### config.mk
export PLATFORM = sky130hd
export DESIGN_NAME = sses_merge_flat
export DESIGN_NICKNAME = d
export VERILOG_FILES = /design/src/rtl/sses_pkg.sv /design/src/rtl/sses_if.sv /design/src/rtl/sses_merge.sv /design/src/flat_wrapper.sv
export SDC_FILE = /design/constraint.sdc
export NUM_CORES = 1
export LEC_CHECK = 0
export CORE_MARGIN = 3
export CORE_UTILIZATION = 29
export CTS_BUF_LIST = sky130_fd_sc_hd__clkbuf_4 sky130_fd_sc_hd__clkbuf_8
export DETAILED_ROUTE_END_ITERATION = 8
export DONT_BUFFER_PORTS = 1
export PLACE_DENSITY = 0.46
export SLEW_MARGIN = 5
export SYNTH_ARGS = -nofsm -noshare
export SYNTH_HDL_FRONTEND = slang
export SYNTH_SLANG_ARGS = --single-unit
### constraint.sdc
create_clock -name i_clk -period 3 [get_ports i_clk]
set_input_delay 0.6 -clock i_clk [delete_from_list [all_inputs] [get_ports i_clk]]
set_output_delay 0.6 -clock i_clk [all_outputs]
set_load 0.05 [all_outputs]
### src/rtl/sses_pkg.sv
// Shared types and constants of the state-space Euler step unit.
// No dependencies; compile first.
package sses_pkg;

    // Fixed item widths
    localparam int DATA_W     = 32;
    localparam int CFG_DATA_W = 64;
    localparam int CFG_IDX_W  = 3;
    localparam int LANE_W     = 16;
    localparam int STEP_W     = 16;
    localparam int MAX_STATES = 4;

    // Fixed-point formats
    localparam int COEFF_FRAC = 14;
    localparam int STEP_FRAC  = 16;

    // Extra accumulator bits for up to MAX_STATES + 1 terms
    localparam int ACC_GUARD  = 3;

    // Lane selector: codes 0..MAX_STATES
    localparam int SEL_W      = 3;

    // Register indexes
    localparam logic [CFG_IDX_W-1:0] CFG_ROW_ZERO    = 3'd0;
    localparam logic [CFG_IDX_W-1:0] CFG_DRIVE_GAINS = 3'd4;
    localparam logic [CFG_IDX_W-1:0] CFG_TIME_STEP   = 3'd5;

    localparam logic [STEP_W-1:0]        STEP_RESET  = 16'd655;
    localparam logic signed [DATA_W-1:0] STATE0_INIT = 32'sd6554;
    localparam logic signed [DATA_W-1:0] Q_MAX       = 32'sh7fff_ffff;
    localparam logic signed [DATA_W-1:0] Q_MIN       = 32'sh8000_0000;

    // Sequencer states
    typedef enum logic [2:0] {
        S_IDLE,
        S_MAC,
        S_DRAIN,
        S_ROUND,
        S_SCALE,
        S_UPDATE,
        S_OUT
    } t_seq_state;

    // Per-cycle command to every lane
    typedef struct packed {
        logic             clear;
        logic             mac_en;
        logic [SEL_W-1:0] sel;
        logic             round_en;
        logic             scale_en;
        logic             commit;
    } t_lane_ctl;

endpackage

### src/rtl/sses_if.sv


interface sses_out_if;
    import sses_pkg::*;
    logic                     valid;
    logic                     ready;
    logic signed [DATA_W-1:0] next_zero;
    logic signed [DATA_W-1:0] next_one;
    logic signed [DATA_W-1:0] next_two;
    logic signed [DATA_W-1:0] next_three;
    logic                     saturated;
    modport source (output valid, next_zero, next_one, next_two, next_three,
                    saturated, input ready);
    modport sink   (input valid, next_zero, next_one, next_two, next_three,
                    saturated, output ready);
endinterface


### src/rtl/sses_merge.sv
// Merge stage: gathers the lane states and clamp flags into one result item
// and holds it until taken. Depends on sses_pkg and sses_if.
module sses_merge #(
    parameter int SC = 4
) (
    input  logic                               i_clk,
    input  logic                               i_rst_n,
    input  logic signed [sses_pkg::DATA_W-1:0] i_states [SC],
    input  logic [SC-1:0]                      i_sats,
    input  logic                               i_load,
    output logic                               o_free,
    sses_out_if.source                         o_res
);
    import sses_pkg::*;

    logic signed [DATA_W-1:0] w_full [MAX_STATES];
    logic signed [DATA_W-1:0] r_next [MAX_STATES];
    logic                     r_sat;
    logic                     r_valid;

    // Rows past the configured count read as zero
    for (genvar r = 0; r < MAX_STATES; r++) begin : g_full
        if (r < SC) begin : g_used
            assign w_full[r] = i_states[r];
        end else begin : g_unused
            assign w_full[r] = '0;
        end
    end

    assign o_free = !r_valid || o_res.ready;

    always_ff @(posedge i_clk) begin
        if (!i_rst_n) begin
            r_valid <= 1'b0;
        end else if (i_load) begin
            r_valid <= 1'b1;
        end else if (o_res.ready) begin
            r_valid <= 1'b0;
        end
    end

    // Hold the item until the sink takes it
    always_ff @(posedge i_clk) begin
        if (i_load) begin
            r_next <= w_full;
            r_sat  <= |i_sats;
        end
    end

    assign o_res.valid      = r_valid;
    assign o_res.next_zero  = r_next[0];
    assign o_res.next_one   = r_next[1];
    assign o_res.next_two   = r_next[2];
    assign o_res.next_three = r_next[3];
    assign o_res.saturated  = r_sat;

endmodule

### src/flat_wrapper.sv
// flat-port wrapper written by rule: the top's interface ports become plain ports
module sses_merge_flat import sses_pkg::*;
#(
    parameter int SC = 4
)
  (i_clk, i_rst_n, i_states, i_sats, i_load, o_free, o_res_valid, o_res_next_zero, o_res_next_one, o_res_next_two, o_res_next_three, o_res_saturated, o_res_ready);
  sses_out_if o_res_i ();
  input  logic i_clk;
  input  logic i_rst_n;
  input  logic signed [sses_pkg::DATA_W-1:0] i_states[SC];
  input  logic [SC-1:0] i_sats;
  input  logic i_load;
  output logic o_free;
  output wire logic [$bits(o_res_i.valid)-1:0] o_res_valid;
  output wire logic [$bits(o_res_i.next_zero)-1:0] o_res_next_zero;
  output wire logic [$bits(o_res_i.next_one)-1:0] o_res_next_one;
  output wire logic [$bits(o_res_i.next_two)-1:0] o_res_next_two;
  output wire logic [$bits(o_res_i.next_three)-1:0] o_res_next_three;
  output wire logic [$bits(o_res_i.saturated)-1:0] o_res_saturated;
  input wire logic [$bits(o_res_i.ready)-1:0] o_res_ready;
  assign o_res_valid = o_res_i.valid;
  assign o_res_next_zero = o_res_i.next_zero;
  assign o_res_next_one = o_res_i.next_one;
  assign o_res_next_two = o_res_i.next_two;
  assign o_res_next_three = o_res_i.next_three;
  assign o_res_saturated = o_res_i.saturated;
  assign o_res_i.ready = o_res_ready;
  sses_merge #(.SC(SC)) u_core (.i_clk(i_clk), .i_rst_n(i_rst_n), .i_states(i_states), .i_sats(i_sats), .i_load(i_load), .o_free(o_free), .o_res(o_res_i));
endmodule
# Word level (Yosys, flattened, before mapping)

Index checks and enable logic that the tools add are counted.

Reductions and logical operators: 4
Multiplexer cells: 2

Operator list:

| operator           | count |
|---|---|
| OR reduction 4 bit | 1 |
| 2-to-1 mux 1 bit   | 2 |
| nonzero test 2 bit | 1 |
| logical NOT 1 bit  | 1 |
| logical OR 1 bit   | 1 |

Register bits after elaboration: 130
Word-level logic and storage cells: 12
Input bits: 136
Output and inout port bits: 131

# Longest topological paths before layout

Word-level depth: 2
Gate-level depth with buffers: 2
Depth with buffers taken out: 2

# Worst setup path before layout

No wires, ideal clock.

Path kind: reg-to-output
Start point: register u_core.r_valid (netlist: u_core.o_res.valid)
End point: output o_free
Data arrival time: 1.040 ns
Cell stages (with the launch flop): 2
Required time: 2.400 ns
Buffers on the path: 0
Slack: 1.360 ns
Cell sequence: dfxtp_1 > nand2b_1

Longest elaborated chain between the ends: 2

Ends and longest elaborated chain:

| item                   | RTL line           | RTL |
|---|---|---|
| start, declared        | sses_merge.sv:19   | `logic r_valid;` |
| start signal, assigned | sses_merge.sv:34   | `r_valid <= 1'b0;` |
| start signal, assigned | sses_merge.sv:36   | `r_valid <= 1'b1;` |
| start signal, assigned | sses_merge.sv:38   | `r_valid <= 1'b0;` |
| logical NOT 1 bit      | sses_merge.sv:30   | `assign o_free = !r_valid \|\| o_res.ready;` |
| logical OR 1 bit       | sses_merge.sv:30   |  |
| end, declared          | flat_wrapper.sv:13 | `output logic o_free;` |

Every way passes these cells.

# Worst setup path after layout

Ends and elaborated chain as after synthesis.

==> metrics.cfg <==
[outcome]
status = finished clean

[finish]
fin_area_sq_um = 4528
area_delta_synth_final_pct = 15.55
antennaDiodeCount = 0
nFillCells = 1214
stdcell_count = 338
drive_gt1_share_pct = 19.28
nets = 289
seq_area_sq_um = 3894
multi_input_area_sq_um = 21.27

[power]
p_sw_share_pct = 29.87
pwr-share-clk_pct = 34.3
p_comb_share_pct = 0.1
p_per_area_nw_per_um2 = 918.2
p_leak_nw = 1.478
p_switching_mw = 1.242
seq_power_share_pct = 65.6
internal_power_mw = 2.916
vdd_drop_max_v = 0.0003795

[worst_setup_path]
critPathKind = reg -> out
path_max_fanout = 2
r2r_start = u_core.o_res.valid
worstSetupEndpointType = output port
critical_path_depth = 1
required_ns = 2.40
worst_ep_arrival_time_ns = 1.55
path_buf_inv = 0
cp-endpoint = o_free
ff2ff_path_depth = 2
cpPeakStageDelay_ns = 0.67
r2r_slack_ns = 1.50
crit_path_cell_trace = nand2b_1
cpMaxStageDelayCell = dfxtp_1
cp-start-kind = flop
r2r_end = u_core.o_res.valid
cp_top_family = flip-flops
crit_start = u_core.o_res.valid

[detailed_routing]
firstDrtPassIters = 4
wire_per_inst_um = 24.55
antenna_left = 0
num_vias = 1479
drc = 0
first_iter_violations = 62
wirelength_mm = 8.297
avgViaCountPerCell = 4.376

[global_route]
grt_usage_pct = 10.89
grt-busiest-layer = met2
grt_pass1_wl_mm = 11.01
grtUsageMet1_pct = 8.680
antenna_found_initial = 4
grt_overflow = 0
grt_util_met2_pct = 16.90
grt_pass1_vias = 1626
grt_max_degree = 131
met3_usage_pct = 10.97

[logic_synthesis]
synth_mux_area_share_pct = 0
synthSimpleGateAreaFrac_pct = 0.3512
synth_edf_count = 129
syn_area_sq_um = 3919
synth.top_cell.area_share_pct = 98.85
ys.flop_type = edfxtp_1
ys_warn_count = 0
ys_seq_area_share_pct = 99.36
ys_async_sr_fraction_pct = 0
synth_xor_area_share_pct = 0
synthAdderAreaFrac_pct = 0
synth_top_cell_by_area = edfxtp_1
ys_top_cells_by_area = edfxtp_1, dfxtp_1, a21boi_0, or4_1, nand2b_1
synth_compound_area_share_pct = 0.1916
ys_types = 6
syn_inst = 134
ys_ff_latch = 130
synth_most_common_cell = edfxtp_1
synth_top_family_by_area = simple AND/OR/NAND/NOR gates
syn_area_per_cell_sq_um = 29.24
synth_fp_nets = 270

[floorplanning]
top_level_ports = 267
die_y_um = 122.2
chipWidth_um = 122.2
start_util_pct = 30.31
coreArea_sq_um = 12930
rows = 41
dieArea_sq_um = 14940

[clocking]
cts_max_level = 4
cts-root-buf = clkbuf_8
clk_pin_slew_ns = 0.07
cts_tree = yes
cts_hold_buf = 0
clk_latency_ns = 0.42
cts_buffers = 17
postCtsSetupBuffers = 0
clock-sinks = 130
clk_path_buf_depth = 2
post_cts_resized = 0

[timing]
drv_slew = 0
slew-limit-headroom_pct = 63.29
tightest_slew_ns = 0.5498
fin_crit_ns = 2.153
hold_violations = 0
finalSetupViolCount = 0
fin_ws_ns = 0.8470
finClkSkew_ns = 0
fmax_mhz = 464.5
period_share_pct = 71.77
fin_tns_setup_ns = 0
rsz0062_at_grt = no

[run]
maxCapViolCount = 0

[place]
port_buffers = 0
post-place-ws_ns = 1.272
place_area_sq_um = 4134
numPlacedInstances = 306
gp_congestion = 0.6416

[min_path]
hp-class = in -> reg

power by group through the flow:
stage / Clock [mW] / Sequential [mW] / Combinational, mW
final: 1.43 / 2.73 / 0.00394
after global routing: 1.59 / 2.74 / 0.00426
after CTS: 1.49 / 2.74 / 0.00401
after detailed placement: 0 / 2.77 / 0.00399
after global placement: 0 / 2.77 / 0.00399
after floorplan: 0 / 2.74 / 0.00373
cells in the final DEF (no fill, tap or decap), drive strengths merged:
cell / synthesis / final
or4: 1 / 1
dfxtp: 1 / 1
clkinvlp: 0 / 2
inv: 1 / 3
bufinv: 0 / 2
nand2b: 1 / 1
edfxtp: 129 / 129
a21boi: 1 / 1
clkinv: 0 / 9
clkbuf: 0 / 17
layout make-up:
type	instances	area share [%]
Clock buffer	17	5.167
Clock inverter	15	3.537
Inverter	1	0.08290
Multi-Input combinational cell	3	0.4697
Sequential cell	130	85.99
Tap cell	172	4.753
worst register-to-register path, cell delays in order, from the launching register on:
cell and delay [ns]:
dfxtp_1 0.67, nand2b_1 0.46, a21boi_0 0.29
worst min-delay path by stage:
stage          slack, ns  cells after the start           from                     endpoint
2_1_floorplan       0.70                      0   i_states[64]     u_core.o_res.next_one[0]
3_3_place_gp        0.70                      0   i_states[10]  u_core.o_res.next_three[10]
3_5_place_dp        0.70                      0  i_states[107]   u_core.o_res.next_zero[11]
4_1_cts             0.22                      0   i_states[66]     u_core.o_res.next_one[2]
5_1_grt             0.20                      0   i_states[13]  u_core.o_res.next_three[13]
6_report            0.27                      0   i_states[26]  u_core.o_res.next_three[26]
sequential cells by signal (all words and copies together), names as in the netlist:
signal / flops
u_core.o_res.next_one: 32
u_core.o_res.next_three: 32
u_core.o_res.next_two: 32
u_core.o_res.next_zero: 32
u_core.o_res.saturated: 1
u_core.o_res.valid: 1
per-layer routing:
layer  share of wire (%)  vias up
li1                    -      584
met1                  31      684
met2                  49      183
met3                  18       20
met4                 2.3        8
met5                0.66        -
cell families after synthesis:
group | after synthesis
compound gates | 1
simple gates | 2
buf+inv | 1
flops | 130
per-stage QoR:
stage	utilization [%]	power, mW	hold slack (ns)
floorplan	-	2.741	0.6989
global placement	31.98	2.778	0.6989
detailed placement	31.98	2.775	0.6989
CTS	35.03	4.227	0.2167
global route	35.03	4.338	0.2005
finish	35.03	4.158	0.2674
No activity file was read; power rests on OpenSTA's default activity.
