<file path="config.mk">
export PLATFORM = sky130hd
export DESIGN_NAME = sses_lane
export DESIGN_NICKNAME = d
export VERILOG_FILES = /design/src/rtl/sses_pkg.sv /design/src/rtl/sses_lane.sv
export SDC_FILE = /design/constraint.sdc
export NUM_CORES = 2
export LEC_CHECK = 0
export ABC_AREA = 1
export BUFFER_PORTS_ARGS = -buffer_cell sky130_fd_sc_hd__buf_2
export CAP_MARGIN = 15
export CELL_PAD_IN_SITES_DETAIL_PLACEMENT = 0
export CELL_PAD_IN_SITES_GLOBAL_PLACEMENT = 1
export CORE_AREA = 2 2 341 343
export DETAILED_ROUTE_END_ITERATION = 10
export DIE_AREA = 0 0 343 345
export PLACE_DENSITY = 0.92
export SLEW_MARGIN = 15
export SYNTH_ARGS = -nofsm -noshare
export SYNTH_HDL_FRONTEND = slang
export SYNTH_SLANG_ARGS = --single-unit
</file>
<file path="constraint.sdc">
create_clock -name i_clk -period 8.8 [get_ports i_clk]
set_input_delay 1.32 -clock i_clk [delete_from_list [all_inputs] [get_ports i_clk]]
set_output_delay 1.32 -clock i_clk [all_outputs]
set_load 0.01 [all_outputs]
</file>
<file path="src/rtl/sses_pkg.sv">
// Shared types and constants of the state-space Euler step unit.
// No dependencies; compile first.
package sses_pkg;

    // Fixed item widths
    localparam int DATA_W     = 32;
    localparam int CFG_DATA_W = 64;
    localparam int CFG_IDX_W  = 3;
    localparam int LANE_W     = 16;
    localparam int STEP_W     = 16;
    localparam int MAX_STATES = 4;

    // Fixed-point formats
    localparam int COEFF_FRAC = 14;
    localparam int STEP_FRAC  = 16;

    // Extra accumulator bits for up to MAX_STATES + 1 terms
    localparam int ACC_GUARD  = 3;

    // Lane selector: codes 0..MAX_STATES
    localparam int SEL_W      = 3;

    // Register indexes
    localparam logic [CFG_IDX_W-1:0] CFG_ROW_ZERO    = 3'd0;
    localparam logic [CFG_IDX_W-1:0] CFG_DRIVE_GAINS = 3'd4;
    localparam logic [CFG_IDX_W-1:0] CFG_TIME_STEP   = 3'd5;

    localparam logic [STEP_W-1:0]        STEP_RESET  = 16'd655;
    localparam logic signed [DATA_W-1:0] STATE0_INIT = 32'sd6554;
    localparam logic signed [DATA_W-1:0] Q_MAX       = 32'sh7fff_ffff;
    localparam logic signed [DATA_W-1:0] Q_MIN       = 32'sh8000_0000;

    // Sequencer states
    typedef enum logic [2:0] {
        S_IDLE,
        S_MAC,
        S_DRAIN,
        S_ROUND,
        S_SCALE,
        S_UPDATE,
        S_OUT
    } t_seq_state;

    // Per-cycle command to every lane
    typedef struct packed {
        logic             clear;
        logic             mac_en;
        logic [SEL_W-1:0] sel;
        logic             round_en;
        logic             scale_en;
        logic             commit;
    } t_lane_ctl;

endpackage

</file>
<file path="src/rtl/sses_lane.sv">
// One state row: shared multiply-accumulate over the row, rounding, time-step
// scaling, clamped update of this row's state. Depends on sses_pkg.
module sses_lane #(
    parameter int SC   = 4,
    parameter int CW   = 16,
    parameter int LANE = 0
) (
    input  logic                              i_clk,
    input  logic                              i_rst_n,
    input  logic [sses_pkg::CFG_DATA_W-1:0]   i_row,
    input  logic signed [CW-1:0]              i_gain,
    input  logic signed [sses_pkg::DATA_W-1:0] i_drive,
    input  logic [sses_pkg::STEP_W-1:0]       i_step,
    input  logic signed [sses_pkg::DATA_W-1:0] i_states [SC],
    input  sses_pkg::t_lane_ctl               i_ctl,
    output logic signed [sses_pkg::DATA_W-1:0] o_state,
    output logic                              o_sat
);
    import sses_pkg::*;

    localparam int PROD_W = CW + DATA_W;
    localparam int ACC_W  = PROD_W + ACC_GUARD;
    localparam int D_W    = ACC_W + 1 - COEFF_FRAC;
    localparam int P_W    = D_W + STEP_W + 1;
    localparam int INC_W  = P_W + 1 - STEP_FRAC;
    localparam int NV_W   = INC_W + 1;

    localparam logic signed [ACC_W:0] ACC_HALF = (ACC_W + 1)'(1) <<< (COEFF_FRAC - 1);
    localparam logic signed [P_W:0]   TP_HALF  = (P_W + 1)'(1) <<< (STEP_FRAC - 1);
    localparam logic signed [DATA_W-1:0] INIT  = (LANE == 0) ? STATE0_INIT : '0;

    logic signed [CW-1:0]     w_a;
    logic signed [DATA_W-1:0] w_b;
    logic signed [PROD_W-1:0] w_mul;
    logic signed [PROD_W-1:0] r_prod;
    logic                     r_acc_en;
    logic signed [ACC_W-1:0]  r_acc;
    logic signed [ACC_W:0]    w_acc_r;
    logic signed [D_W-1:0]    r_d16;
    logic signed [P_W-1:0]    w_tp;
    logic signed [P_W:0]      w_tp_r;
    logic signed [INC_W-1:0]  r_inc;
    logic signed [NV_W-1:0]   w_nv;
    logic signed [DATA_W-1:0] r_state;
    logic                     r_sat;

    // Pick coefficient and operand: row terms first, drive term last
    always_comb begin
        w_a = i_gain;
        w_b = i_drive;
        for (int j = 0; j < SC; j++) begin
            if (i_ctl.sel == SEL_W'(j)) begin
                w_a = i_row[LANE_W*j +: CW];
                w_b = i_states[j];
            end
        end
    end

    assign w_mul = PROD_W'(w_a) * PROD_W'(w_b);

    // Register the product, accumulate it in the following cycle
    always_ff @(posedge i_clk) begin
        if (!i_rst_n) begin
            r_acc_en <= 1'b0;
        end else begin
            r_acc_en <= i_ctl.mac_en;
        end
    end

    always_ff @(posedge i_clk) begin
        if (i_ctl.mac_en) begin
            r_prod <= w_mul;
        end
        if (i_ctl.clear) begin
            r_acc <= '0;
        end else if (r_acc_en) begin
            r_acc <= r_acc + ACC_W'(r_prod);
        end
    end

    // Round the row sum to Q16.16, half up
    assign w_acc_r = (ACC_W + 1)'(r_acc) + ACC_HALF;

    // Scale by the time step, round half up
    assign w_tp   = P_W'(r_d16) * P_W'($signed({1'b0, i_step}));
    assign w_tp_r = (P_W + 1)'(w_tp) + TP_HALF;

    always_ff @(posedge i_clk) begin
        if (i_ctl.round_en) begin
            r_d16 <= w_acc_r[ACC_W:COEFF_FRAC];
        end
        if (i_ctl.scale_en) begin
            r_inc <= w_tp_r[P_W:STEP_FRAC];
        end
    end

    // Add the increment and clamp to the Q16.16 range
    assign w_nv = NV_W'(r_state) + NV_W'(r_inc);

    always_ff @(posedge i_clk) begin
        if (!i_rst_n) begin
            r_state <= INIT;
            r_sat   <= 1'b0;
        end else if (i_ctl.commit) begin
            if (w_nv > NV_W'(Q_MAX)) begin
                r_state <= Q_MAX;
                r_sat   <= 1'b1;
            end else if (w_nv < NV_W'(Q_MIN)) begin
                r_state <= Q_MIN;
                r_sat   <= 1'b1;
            end else begin
                r_state <= w_nv[DATA_W-1:0];
                r_sat   <= 1'b0;
            end
        end
    end

    assign o_state = r_state;
    assign o_sat   = r_sat;

endmodule

</file>
; Word-level counts from Yosys, hierarchy flattened
; Index checks and enable logic that the tools add are counted.
[op_classes]
n_addsub = 4
mul = 2
magnitude_cmp = 2
n_eq_ne = 3
muxes = 12
n_reduce_logical = 1
[op_table]
columns = cell, n
row1 = 2-to-1 mux 32 bit, 6
row2 = 2-to-1 mux 16 bit, 4
row3 = adder 55 x 17 -> 56 bit (second input constant), 1
row4 = multiplier 38 x 17 -> 55 bit, 1
row5 = adder 51 x 15 -> 52 bit (second input constant), 1
row6 = adder 51 x 48 -> 51 bit, 1
row7 = multiplier 16 x 32 -> 48 bit, 1
row8 = adder 32 x 40 -> 41 bit, 1
row9 = greater-than comparator 41 x 32 -> 1 bit (second input constant), 1
row10 = < comparator 41 x 32 -> 1 bit (second input constant), 1
row11 = equality test 3 x 2 -> 1 bit (second input constant), 2
row12 = equality test 3 x 1 -> 1 bit (second input constant), 1
row13 = logical NOT 3 bit, 1
row14 = 2-to-1 mux 1 bit, 2
[totals]
reg_bits = 211
inputBits = 266
word_cells = 31

; Logic depth before layout (Yosys ltp)
[depth]
ltp_word = 6
depth_mapped = 39
ltp_nobuf = 36

; Worst setup path before layout
; Ideal clock, no wire load.
[synth_timing]
path_kind = input to register
from = input i_ctl[5] (netlist name)
to = register r_prod[42] (data pin)
setup_time_ps = 265
t_arrival_ps = 7564
slack_ps = 971
path_stages = 28
cell_sequence = nor2_1 -> buf_2 -> buf_2 -> a21oi_1 -> o311ai_0 -> o21ai_0 -> o21ai_1 -> buf_2 -> nand2_1 -> fa_1 -> fa_1 -> fa_1 -> inv_1 -> fa_1 -> fa_1 -> inv_1 -> fa_1 -> inv_1 -> ha_1 -> nand2_1 -> nor2_1 -> inv_1 -> nor3_1 -> a21oi_1 -> o21ai_0 -> a21oi_1 -> o21ai_0 -> xor2_1
[synth_via]
elab_chain_len = 6
word_cells_on_any_way = 13
[synth_lines]
columns = item, line
row1 = "start, declared", sses_lane.sv:15  ; input sses_pkg::t_lane_ctl i_ctl,
row2 = logical NOT 3 bit, sses_lane.sv:52  ; if (i_ctl.sel == SEL_W'(j)) begin
row3 = 2-to-1 mux 16 bit / 2-to-1 mux 32 bit (equally long branches) (4 in a row), sses_lane.sv:52
row4 = multiplier 16 x 32 -> 48 bit *, sses_lane.sv:59  ; assign w_mul = PROD_W'(w_a) * PROD_W'(w_b);
row5 = via w_mul[42], sses_lane.sv:34  ; logic signed [PROD_W-1:0] w_mul;
row6 = "end signal, assigned", sses_lane.sv:72  ; r_prod <= w_mul;
row7 = "end, declared", sses_lane.sv:35  ; logic signed [PROD_W-1:0] r_prod;
; The timed path passes the listed nets; every way through them passes the cells marked *.
; A chain may end at the register's enable or synchronous reset.

; Worst setup path in the final report
[layout_timing]
from = input i_ctl[4] (netlist name)
to = register r_prod[42] (data pin)
; The elaborated chain is that of the path after synthesis.

==> impl_summary.log <==
INFO  metric run_status = complete, no violations
INFO  metric syn_inst = 7278
INFO  metric crit_path_max_fanout = 27
INFO  metric std_cell_rows = around 130
INFO  metric post-route-cell-area = 0.0604 mm2
INFO  metric tritoncts = yes
INFO  metric critPathKind = primary input to flip-flop
INFO  metric wirelength = 178000 um
INFO  metric ys_top_cells_by_area = sky130_fd_sc_hd__fa_1, sky130_fd_sc_hd__inv_1, sky130_fd_sc_hd__nand2_1, sky130_fd_sc_hd__ha_1, sky130_fd_sc_hd__edfxtp_1
INFO  metric grt_pass1_wl = 280000 um
INFO  metric placed_area = 0.0595 mm2
INFO  metric floorplan.initialDensity = 48.4%
INFO  metric max_cap_violations = 0
INFO  metric asyncSetResetFlopFracSynth = 0%
INFO  metric port-buffer-count = between 200 and 300
INFO  metric critical_path.max_stage_delay = ~570 ps
INFO  metric hold_bufs_at_cts = 0
INFO  metric hold_viol = 0
INFO  metric ys_seq_elements = 211
INFO  metric arrival = 8590 ps
INFO  metric yosys.cell_count.top_type = sky130_fd_sc_hd__inv_1
INFO  metric clock_latency = 580 ps
INFO  metric final_max_slew_viol_count = 0
INFO  metric slew_headroom = 23.8%
INFO  metric clock_path_buffers = 3
INFO  metric worst_hold_path_type = flip-flop to flip-flop
INFO  metric synthToLayoutAreaGrowth = 8.29%
INFO  metric grt-ovfl-total = 0
INFO  metric synthTopCellsByCount = sky130_fd_sc_hd__inv_1, sky130_fd_sc_hd__nand2_1, sky130_fd_sc_hd__fa_1
INFO  metric rsz0062_at_grt = no
INFO  metric largest_net_degree_at_the_start_of_global_routing = 57
INFO  metric skew = 15.1 ps
INFO  metric placeableCoreArea = 0.115 mm2
INFO  metric synthesized_area_per_cell = 7.66 um2
INFO  metric worst-slew-pin-transition = about 1100 ps
INFO  metric die_area = about 0.12 mm2
INFO  metric drt-initial-drc-count = roughly 3400
INFO  metric clock_sink_count = 211
INFO  metric io_pins = about 300
INFO  metric detailedPlacementHpwl = about 150000 um
INFO  metric synth-seq-area-share = 9.84%
INFO  metric dieHeight = 345 um
INFO  metric cts_made_buffers = 26
INFO  metric synthDominantCellAreaShare = 38.2%
INFO  metric dieWidth = about 340 um
INFO  metric design.final.nets = 9188
INFO  metric timing.critical_path.to_type = flip-flop
INFO  metric worst_setup_hold_path_clk_slew = 60 ps
INFO  metric synth_edf_count = 126
INFO  metric number_of_library_cell_types_mapped_by_synthesis = 58
INFO  metric drt_pass1_iterations = 6
INFO  metric post-cts-setup-buffer-count = 0
INFO  metric tns = 0 ps
INFO  metric cts-root-buf = sky130_fd_sc_hd__clkbuf_16
INFO  metric max_clock_freq = roughly 120 MHz
INFO  metric worst_setup_sp_type = primary input
INFO  metric global_route.usage.total = just over 30%
INFO  metric fin_crit = 8270 ps
INFO  metric via_count_of_the_first_global_routing_pass = 50600
INFO  metric cpMaxStageDelayCell = sky130_fd_sc_hd__o311ai_0
INFO  metric vias_per_cell = 5.26
INFO  metric drc_errors = 0
INFO  metric synth_ff_type = sky130_fd_sc_hd__edfxtp_1
INFO  metric post_cts_resized = 0
INFO  metric num_vias = 47600
INFO  metric gpl.final_weighted_congestion = 0.984
INFO  metric syn-cell-area = 0.0558 mm2
INFO  metric cp.required = 9110 ps
INFO  metric drtAntennaViolNets = 0
INFO  metric grt_antenna_before_repair = 10
INFO  metric synth_top_cell_by_area = sky130_fd_sc_hd__fa_1
INFO  metric share_of_post_route_cells_with_drive_strength_above_1 = 7.87%
INFO  metric cts-htree-levels = 1
INFO  metric yosys_warnings = 0
INFO  metric timing.final.crit_share = 94.0%
INFO  metric postSynthNetCount = 8974
INFO  metric timing.final.setup_violations = 0
INFO  metric routed_wire_length_per_instance = 19.7 um
-- area by class of cell --
class,count,area (um2)
diodes,3,7.51
multi-input cells,4911,42100
fillers,11100,54700
clock buffers,29,672
inverters,1881,7060
flip-flops and latches,211,5490
well taps,1524,1910
clock inverters,19,251
repair buffers,461,2900
-- logic make-up after synthesis --
kind of cell / count (synthesis) / share of synthesized area, %
buffers and inverters: 2156 / 14.7
AND/OR/NAND/NOR: 2503 / 17.8
XOR/XNOR: 196 / 3.11
flip-flops: 211 / 9.84
adder cells (fa/ha/maj): 1430 / 46.4
AO/OA/AOI/OAI: 782 / 8.14
-- final timing paths --
path	cells past startpoint	to	slack, ps	from
max reg2reg	23	r_inc[25]	1650	r_d16[12]
max	31	r_prod[42]	530	i_ctl[4]
min reg2reg	2	r_acc[0]	530	r_acc[0]
min	2	r_acc[0]	530	r_acc[0]
-- registers in the layout (all words and copies together), names as in the netlist --
name	cells
r_acc	51
r_prod	48
r_inc	40
r_d16	38
o_state	32
o_sat	1
r_acc_en	1
-- per-stage QoR --
stage / utilization (%) / setup WS, ps / hold slack [ps] / instances
floorplan: - / 971 / 467 / 7278
global placement: 51.7 / 76.9 / 483 / 8988
detailed placement: 51.7 / 20.8 / 509 / 8988
CTS: 52.5 / 610 / 525 / 9036
global route: 52.5 / 118 / 579 / 9039
finish: 52.5 / 528 / 527 / 9039
-- worst max-delay path: cells and delay by family --
family | cells | cell delay [ps]
buffers and inverters | 10 | 1140
and+or+nand+nor | 7 | 1030
adders and majority gates | 7 | 3330
xor gates and xnor gates | 1 | 110
AOI/OAI and AO/OA | 6 | 1610
-- cell usage in the layout, fill, tap and decap left out, types with 42 or more instances in the layout --
master                     Yosys  final
sky130_fd_sc_hd__a21oi_1     314    314
sky130_fd_sc_hd__buf_2        59    298
sky130_fd_sc_hd__buf_4         0    148
sky130_fd_sc_hd__dfxtp_1      85     85
sky130_fd_sc_hd__edfxtp_1    126    126
sky130_fd_sc_hd__fa_1       1064   1064
sky130_fd_sc_hd__ha_1        366    366
sky130_fd_sc_hd__inv_1      1868   1867
sky130_fd_sc_hd__nand2_1    1627   1626
sky130_fd_sc_hd__nand3_1     152    152
sky130_fd_sc_hd__nor2_1      588    587
sky130_fd_sc_hd__nor3_1       42     42
sky130_fd_sc_hd__o21ai_0     222    222
sky130_fd_sc_hd__xnor2_1      52     52
sky130_fd_sc_hd__xor2_1      143    143
-- routing by layer --
layer | global-route usage (%) | routed length (um) | up-vias
met2 | 53.6 | 88400 | 1732
li1 | - | - | 22000
met3 | 3.68 | 11100 | 421
met1 | 38.0 | 70400 | 23400
met5 | 0 | 58 | -
met4 | 11.9 | 8280 | 10
Power is left out: the tool's default activity adds up to more than one toggle a clock period on the data nets, which glitch-free logic cannot reach.
