==> src/rtl/sses_pkg.sv <==
// Shared types and constants of the state-space Euler step unit.
// No dependencies; compile first.
package sses_pkg;

    // Fixed item widths
    localparam int DATA_W     = 32;
    localparam int CFG_DATA_W = 64;
    localparam int CFG_IDX_W  = 3;
    localparam int LANE_W     = 16;
    localparam int STEP_W     = 16;
    localparam int MAX_STATES = 4;

    // Fixed-point formats
    localparam int COEFF_FRAC = 14;
    localparam int STEP_FRAC  = 16;

    // Extra accumulator bits for up to MAX_STATES + 1 terms
    localparam int ACC_GUARD  = 3;

    // Lane selector: codes 0..MAX_STATES
    localparam int SEL_W      = 3;

    // Register indexes
    localparam logic [CFG_IDX_W-1:0] CFG_ROW_ZERO    = 3'd0;
    localparam logic [CFG_IDX_W-1:0] CFG_DRIVE_GAINS = 3'd4;
    localparam logic [CFG_IDX_W-1:0] CFG_TIME_STEP   = 3'd5;

    localparam logic [STEP_W-1:0]        STEP_RESET  = 16'd655;
    localparam logic signed [DATA_W-1:0] STATE0_INIT = 32'sd6554;
    localparam logic signed [DATA_W-1:0] Q_MAX       = 32'sh7fff_ffff;
    localparam logic signed [DATA_W-1:0] Q_MIN       = 32'sh8000_0000;

    // Sequencer states
    typedef enum logic [2:0] {
        S_IDLE,
        S_MAC,
        S_DRAIN,
        S_ROUND,
        S_SCALE,
        S_UPDATE,
        S_OUT
    } t_seq_state;

    // Per-cycle command to every lane
    typedef struct packed {
        logic             clear;
        logic             mac_en;
        logic [SEL_W-1:0] sel;
        logic             round_en;
        logic             scale_en;
        logic             commit;
    } t_lane_ctl;

endpackage

==> src/rtl/sses_ctrl.sv <==
// Sequencer of the lanes: accepts a drive item, steps the multiply-accumulate
// over the row, then rounds, scales, commits and hands off. Depends on sses_pkg.
module sses_ctrl #(
    parameter int SC = 4
) (
    input  logic                i_clk,
    input  logic                i_rst_n,
    input  logic                i_in_valid,
    input  logic                i_free,
    output logic                o_in_ready,
    output logic                o_load,
    output sses_pkg::t_lane_ctl o_ctl
);
    import sses_pkg::*;

    localparam int CNT_W = $clog2(SC + 1);

    t_seq_state       r_state;
    t_seq_state       n_state;
    logic [CNT_W-1:0] r_cnt;
    logic             w_accept;

    assign w_accept = i_in_valid && (r_state == S_IDLE);

    // Next state
    always_comb begin
        n_state = r_state;
        unique case (r_state)
            S_IDLE:   if (w_accept) n_state = S_MAC;
            S_MAC:    if (r_cnt == CNT_W'(SC)) n_state = S_DRAIN;
            S_DRAIN:  n_state = S_ROUND;
            S_ROUND:  n_state = S_SCALE;
            S_SCALE:  n_state = S_UPDATE;
            S_UPDATE: n_state = S_OUT;
            S_OUT:    if (i_free) n_state = S_IDLE;
            default:  n_state = S_IDLE;
        endcase
    end

    always_ff @(posedge i_clk) begin
        if (!i_rst_n) begin
            r_state <= S_IDLE;
            r_cnt   <= '0;
        end else begin
            r_state <= n_state;
            if (r_state == S_MAC) begin
                r_cnt <= r_cnt + CNT_W'(1);
            end else begin
                r_cnt <= '0;
            end
        end
    end

    // Outputs
    always_comb begin
        o_ctl      = '0;
        o_in_ready = 1'b0;
        o_load     = 1'b0;
        unique case (r_state)
            S_IDLE: begin
                o_in_ready = 1'b1;
                o_ctl.clear = w_accept;
            end
            S_MAC: begin
                o_ctl.mac_en = 1'b1;
                o_ctl.sel    = SEL_W'(r_cnt);
            end
            S_DRAIN:  ;
            S_ROUND:  o_ctl.round_en = 1'b1;
            S_SCALE:  o_ctl.scale_en = 1'b1;
            S_UPDATE: o_ctl.commit   = 1'b1;
            S_OUT:    o_load         = i_free;
            default:  ;
        endcase
    end

endmodule

==> config.mk <==
export PLATFORM = sky130hd
export DESIGN_NAME = sses_ctrl
export DESIGN_NICKNAME = d
export VERILOG_FILES = /design/src/rtl/sses_pkg.sv /design/src/rtl/sses_ctrl.sv
export SDC_FILE = /design/constraint.sdc
export NUM_CORES = 1
export LEC_CHECK = 0
export BUFFER_PORTS_ARGS = -buffer_cell sky130_fd_sc_hd__buf_2
export CELL_PAD_IN_SITES_DETAIL_PLACEMENT = 2
export CELL_PAD_IN_SITES_GLOBAL_PLACEMENT = 2
export CORE_MARGIN = 2
export CORE_UTILIZATION = 26
export CTS_CLUSTER_SIZE = 30
export DETAILED_ROUTE_END_ITERATION = 16
export GPL_ROUTABILITY_DRIVEN = 0
export PLACE_DENSITY_LB_ADDON = 0.1
export REMOVE_ABC_BUFFERS = 1
export SKIP_CTS_REPAIR_TIMING = 1
export SYNTH_ARGS = -nofsm -noshare
export SYNTH_HDL_FRONTEND = slang
export SYNTH_SLANG_ARGS = --single-unit
==> constraint.sdc <==
create_clock -name i_clk -period 2 [get_ports i_clk]
set_input_delay 0.2 -clock i_clk [delete_from_list [all_inputs] [get_ports i_clk]]
set_output_delay 0.2 -clock i_clk [all_outputs]
set_load 0.02 [all_outputs]
# After elaboration in Yosys (flattened, before gate mapping)
# Index checks and enable logic that the tools add are counted.
word_totals:
  ram_bits: 0
  output_inout_bits: 10
  latch_bits: 0
  input_bits: 4
  rom_bits: 0
  elab_cells: 28
  memories: 0
  regBits: 6
classes:
  add_sub_neg: 1
  mul: 0
  reduce_logical: 4
  mux: 11
  n_bitwise: 0
  n_div: 0
  n_eq_ne: 10
  magnitude_cmp: 0
  shift: 0
ops:
  columns: ["op", "n"]
  rows:
  - ["$pmux 3 s7", 1]
  - ["$eq 3x3->1 const B", 4]
  - ["$mux 3", 3]
  - ["$eq 3x2->1 const B", 2]
  - ["$mux 1", 6]
  - ["$ne 2x2->1 const B", 3]
  - ["$mux 4", 1]
  - ["$add 3x1->3 const B", 1]
  - ["$eq 3x1->1 const B", 1]
  - ["$logic_not 3->1", 1]
  - ["$reduce_and 3->1", 1]
  - ["$reduce_and 2->1", 1]
  - ["$logic_and 1x1->1", 1]

# Logic depth before layout (Yosys ltp)
# Gate-level depths: netlist (run 1).
logic_depth:
  ltp_word: 4
  ltp_mapped: 5
  mapped_depth_nobuf: 5

# Worst setup path after synthesis (run 1)
# OpenSTA, ideal clock, no wires.
synth_timing:
  kind: "register to output"
  start: "register r_state[1]"
  end: "output port o_ctl[7] in the netlist's numbering"
  stages_incl_launch_ff: 4
  arrival_time_ps: 1339
  required_time_ps: 1800
  path_slack_ps: 461
  path_buffers: 1
  cell_sequence: "dfxtp_1 -> buf_6 -> nor3_1 -> and2_1"
synth_rtl:
  columns: ["element", "line", "source"]
  rows:
  - ["from (decl)", "sses_ctrl.sv:18", "t_seq_state r_state;"]
  - ["from (signal assigned)", "sses_ctrl.sv:45", "r_state <= n_state;"]
  - ["to (decl)", "sses_ctrl.sv:12", "output sses_pkg::t_lane_ctl o_ctl"]

==> impl_metrics.toml, run 1 <==
[status]
status = "complete, no violations"

[global_routing]
grt_antenna_before_repair = 0
track_usage = 0.1484
grt-ovfl-total = 0
grt_max_degree = 11
grt_pass1_wl_mm = 1.483
first_global_vias = 332

[pwr]
powerDensity_nw_per_um2 = 627.1
p_total_uw = 274.6
cellLeakagePower_nw = 0.2125
irDropWorstVdd_mv = 0.1545

[floorplanning]
start_util = 0.2779
fp-row-count = 13
die_h_um = 41.29
dieArea_um2 = 1705
ios = 14
core_area_um2 = 1301
die_w_um = 41.29

[detailed_routing]
dr.first_iter.drc_count = 0
finalWirelength_um = 929
route.detailed.drc = 0
vias_per_cell = 4.704
wl_per_cell_um = 13.08
drtPass1Iterations = 1
via_count = 334
ant_nets = 0

[sta]
fmax_mhz = 636.1
final-max-slew-violation-count = 0
period_share = 0.7861
fin_setup_tns_ns = 0
rsz0062_at_grt = "false"
finalHoldViolCount = 0
max_slew_margin = 0.7572
period_minus_slack_ns = 1.572
worst_pin_slew_ns = 0.3637
setup_violations = 0
fin_skew_ns = 0.0009401

[worst_setup_path]
critPathKind = "reg -> out"
critPathRequiredTime_ns = 1.80
crit_start = "r_state[0]$_SDFFE_PN0P_"
r2r_start = "r_state[2]$_SDFFE_PN0P_"
critPathMaxFanout = 9
start_kind = "flop"
cp-end-kind = "primary output"
arrival_ns = 1.37

[yosys]
yosysTopAreaCell = "dfxtp_1"
synthSimpleGateAreaFrac = 0.3183
syn_area_per_cell_um2 = 8.409
synth_edf_count = 0
netlist.area_leader.share = 0.3322
synth-xor-area-share = 0.02422
synth_top_family_by_area = "simple AND/OR/NAND/NOR gates"
syn_inst = 43
ys_async_sr_fraction = 0
ys_top_cells_by_area = "dfxtp_1, and2_1, ha_1, buf_6, nor3b_4"
synthAdderAreaFrac = 0.06920
yosys_warnings = 0
yosysSeqAreaShare = 0.3322
synth-seq-cells = 6
synth-compound-area-share = 0.1315
synthMuxAreaShare = 0
synth_cell_types = 21
synth-main-ff-cell = "dfxtp_1"
synth_area_um2 = 361.6

[cells_and_area]
n_antenna_cell = 0
finish.utilization = 0.3365
final_cell_mix = "buf_2, dfxtp_1, and2_1"
regArea_um2 = 120.1
syn_to_final_growth_pct = 21.11
fillers = 153
drive_gt1_frac = 0.3393
nNetsFinal = 64
final_common_cell = "buf_2"
multi_input_area_um2 = 196.4
post_layout_nonfiller_instances = 71

[clocking]
cts_tree = "yes"
clockRootBuffer = "clkbuf_4"
htreeDepth = 1
clock_latency_ns = 0.24
numCtsBuffers = 3
path_clk_slew_ns = 0.05
cts_sinks = 6
clk_path_buf_depth = 2

[job]
maxCapViolations = 0

[place]
dp_cells = 68
dp_hpwl_um = 726
numPortBuffers = 13

[worst_hold_path]
hp-start = "i_in_valid"
worst_hold_path_type = "in -> reg"
==> layout make-up <==
type | count | area share
repair buffers | 13 | 0.1486
well taps | 15 | 0.04286
inverters | 4 | 0.03429
clock buffers | 3 | 0.05143
flip-flops and latches | 6 | 0.2743
multi-input cells | 30 | 0.4486
==> cells in the mapped netlist, types with 2 or more instances <==
library cell	instances
dfxtp_1	6
o21ai_0	2
nor2_1	4
ha_1	2
inv_1	3
nand2_1	4
buf_6	2
and2_1	5
a21oi_1	3
==> per-stage QoR <==
stage / instance area, µm² / hold slack, ns / worst slack [ns]
after floorplan: 331.6 / 0.3175 / 0.4823
after CTS: 437.9 / 0.1872 / 0.4123
after detailed placement: 415.4 / 0.4494 / 0.6844
after global routing: 437.9 / 0.1944 / 0.3314
after global placement: 415.4 / 0.4459 / 0.7526
final: 437.9 / 0.1954 / 0.4278
==> critical path: stages, from the launching register on <==
cell and delay [ns]:
dfxtp_1 0.47, nor3b_4 0.33, and2_1 0.17, buf_2 0.16
==> sequential cells by signal, indices dropped and copies added (netlist names) <==
name / flops
r_cnt: 3
r_state: 3
==> power breakdown <==
part           internal [mW]  switching, mW
Sequential             0.123        0.00499
Combinational         0.0132         0.0198
Clock                 0.0680         0.0456
==> path summary, 6_finish.rpt <==
path / cells after the start / end / slack, ns
setup / recovery: 3 / o_ctl[5] / 0.43
hold / removal: 3 / r_state[0]$_SDFFE_PN0P_ / 0.20
setup reg to reg: 3 / r_state[1]$_SDFFE_PN0P_ / 0.87
hold reg to reg: 1 / r_cnt[0]$_SDFF_PN0_ / 0.49
==> layer usage <==
layer | vias to the layer above | track usage | wire (µm)
li1 | 168 | - | -
met1 | 156 | 0.1383 | 401
met2 | 8 | 0.2500 | 483
met3 | 2 | 0.04787 | 24
met4 | 0 | 0.1452 | 19
met5 | - | 0 | 0
==> cells by family (layout without fill, tap and decap cells) <==
| family | Yosys count | in the layout |
|---|---|---|
| xor+xnor | 1 | 1 |
| compound gates | 8 | 8 |
| buf+inv | 7 | 20 |
| flops | 6 | 6 |
| fa+ha+maj | 2 | 2 |
| simple gates | 19 | 19 |
No activity file was read; power rests on OpenSTA's default activity.
==> run 2, diff against run 1 <==
--- a/config.mk
+++ b/config.mk
@@ -5,11 +5,12 @@
 export SDC_FILE = /design/constraint.sdc
 export NUM_CORES = 1
 export LEC_CHECK = 0
+export ABC_AREA = 1
 export BUFFER_PORTS_ARGS = -buffer_cell sky130_fd_sc_hd__buf_2
 export CELL_PAD_IN_SITES_DETAIL_PLACEMENT = 2
 export CELL_PAD_IN_SITES_GLOBAL_PLACEMENT = 2
 export CORE_MARGIN = 2
-export CORE_UTILIZATION = 26
+export CORE_UTILIZATION = 19
 export CTS_CLUSTER_SIZE = 30
 export DETAILED_ROUTE_END_ITERATION = 16
 export GPL_ROUTABILITY_DRIVEN = 0
==> constraint.sdc (replaced) <==
create_clock -name i_clk -period 1.42 [get_ports i_clk]
set_input_delay 0.142 -clock i_clk [delete_from_list [all_inputs] [get_ports i_clk]]
set_output_delay 0.142 -clock i_clk [all_outputs]
set_load 0.02 [all_outputs]
==> run 2 against run 1 <==
Register-to-register slack got worse by 0.56 ns. Sequential share of layout area fell by 2.0 points. Hold slack got worse by 0.015 ns. Synthesized area fell by 0.69%. Critical endpoint is now o_ctl[7].
==> impl_metrics.toml, run 2 <==
[global_routing]
first_global_vias = 369
grt_antenna_before_repair = 0
grt_pass1_wl_mm = 1.559
grt_max_degree = 8
grt-ovfl-total = 0
track_usage = 0.09822

[cells_and_area]
largestRegisters = "r_cnt: 3 flops, r_state: 3 flops"
n_antenna_cell = 0
drive_gt1_frac = 0.3333
finish.utilization = 0.2767
final_area_um2 = 483.0
nNetsFinal = 80
post_layout_nonfiller_instances = 97
fillers = 235
final_cell_mix = "nor2_1, buf_2, inv_1"
syn_to_final_growth_pct = 34.49
regArea_um2 = 122.6
multi_input_area_um2 = 192.7

[sta]
max_slew_margin = 0.8252
finalHoldViolCount = 0
worst_pin_slew_ns = 0.2619
fin_setup_tns_ns = 0
whs_ns = 0.1807
final-max-slew-violation-count = 0
fin_skew_ns = 0.001587
rsz0062_at_grt = "false"
setup_ws_ns = 0.08844
setup_violations = 0
period_share = 0.9377
fmax_mhz = 751.0
period_minus_slack_ns = 1.332

[pwr]
cellLeakagePower_nw = 0.2593
switchingPower_uw = 361.3
switching_share = 0.4579
p_clk_frac = 0.192
p_total_uw = 789.0
irDropWorstVdd_mv = 0.5098
p_comb_frac = 0.472
power_frac_seq = 0.336
powerDensity_nw_per_um2 = 1634
p_int_uw = 427.7

[worst_hold_path]
hp-start = "i_rst_n"
worst_hold_path_type = "in -> reg"

[clocking]
path_clk_slew_ns = 0.04
numCtsBuffers = 3
clockRootBuffer = "clkbuf_4"
clock_latency_ns = 0.24
cts_sinks = 6
htreeDepth = 1
cts_tree = "yes"
clk_path_buf_depth = 2

[worst_setup_path]
r2r_start = "r_cnt[0]$_SDFF_PN0_"
critPathKind = "reg -> out"
start_kind = "flop"
cp-end-kind = "primary output"
crit_start = "r_state[1]$_SDFFE_PN0P_"
critPathRequiredTime_ns = 1.28
critPathMaxFanout = 7
arrival_ns = 1.19

[yosys]
netlist.area_leader.share = 0.3345
yosysTopAreaCell = "dfxtp_1"
ys_top_cells_by_count = "nor2_1, inv_1, dfxtp_1, nand3_1, nand2_1"
syn_area_per_cell_um2 = 6.412
synth-main-ff-cell = "dfxtp_1"
synth-seq-cells = 6
ys_top_cells_by_area = "dfxtp_1, nor2_1, inv_1, nand3_1, ha_1"
syn_inst = 56
synth_edf_count = 0
yosysSeqAreaShare = 0.3345
synth_cell_types = 15
synth.most_common_cell = "nor2_1"
synth_area_um2 = 359.1
ys_async_sr_fraction = 0
yosys_warnings = 0

[floorplanning]
die_h_um = 47.48
fp-row-count = 15
die_w_um = 47.48
dieArea_um2 = 2254
start_util = 0.2057
core_area_um2 = 1745
ios = 14

[detailed_routing]
ant_nets = 0
wl_per_cell_um = 10.27
finalWirelength_um = 996
dr.first_iter.drc_count = 2
vias_per_cell = 4.062
route.detailed.drc = 0
via_count = 394
drtPass1Iterations = 2

[status]
status = "complete, no violations"

[place]
dpl_cell_area_um2 = 455.4
dp_hpwl_um = 887.4
numPortBuffers = 13
dp_cells = 94
dp_slack_ns = 0.2738

[job]
maxCapViolations = 0
[run 2: area by class of cell]
class	instances	area share
Clock buffer	3	0.04663
Inverter	13	0.1010
Multi-Input combinational cell	37	0.3990
Sequential cell	6	0.2539
Tap cell	25	0.06477
Timing Repair Buffer	13	0.1347
[run 2: cells by family (layout without fill, tap and decap cells)]
| kind of cell | Yosys count | after routing | share of synthesized area |
|---|---|---|---|
| simple gates | 30 | 30 | 0.3693 |
| buf+inv | 13 | 29 | 0.1359 |
| flops | 6 | 6 | 0.3345 |
| compound gates | 4 | 4 | 0.06622 |
| fa+ha+maj | 2 | 2 | 0.06968 |
| xor+xnor | 1 | 1 | 0.02439 |
[run 2: power by group through the flow]
stage | logic [mW] | registers [mW] | clock network (mW)
after floorplan | 0.270 | 0.247 | 0
final | 0.373 | 0.265 | 0.152
after global placement | 0.377 | 0.260 | 0
after global routing | 0.425 | 0.272 | 0.170
after detailed placement | 0.379 | 0.262 | 0
after CTS | 0.380 | 0.259 | 0.157
[run 2: path summary, 6_finish.rpt]
kind                             endpoint  slack, ns  depth (start not counted)
setup reg to reg  r_state[1]$_SDFFE_PN0P_       0.31                          7
hold reg to reg       r_cnt[0]$_SDFF_PN0_       0.45                          1
hold / removal    r_state[0]$_SDFFE_PN0P_       0.18                          3
setup / recovery                 o_ctl[7]       0.09                          4
[run 2: worst max-delay path, cell delays in order (launching register included)]
cell and delay (ns):
dfxtp_1 0.37, nor2_2 0.15, inv_1 0.08, nor3_1 0.15
buf_2 0.20
[run 2: per-layer routing]
metal	global-route usage	vias up	wire length, µm	part of all wire
li1	-	205	-	-
met1	0.1438	181	492	0.49
met2	0.1378	8	447	0.45
met3	0.03774	0	56	0.056
met4	0.01667	0	0	0
met5	0	-	0	0
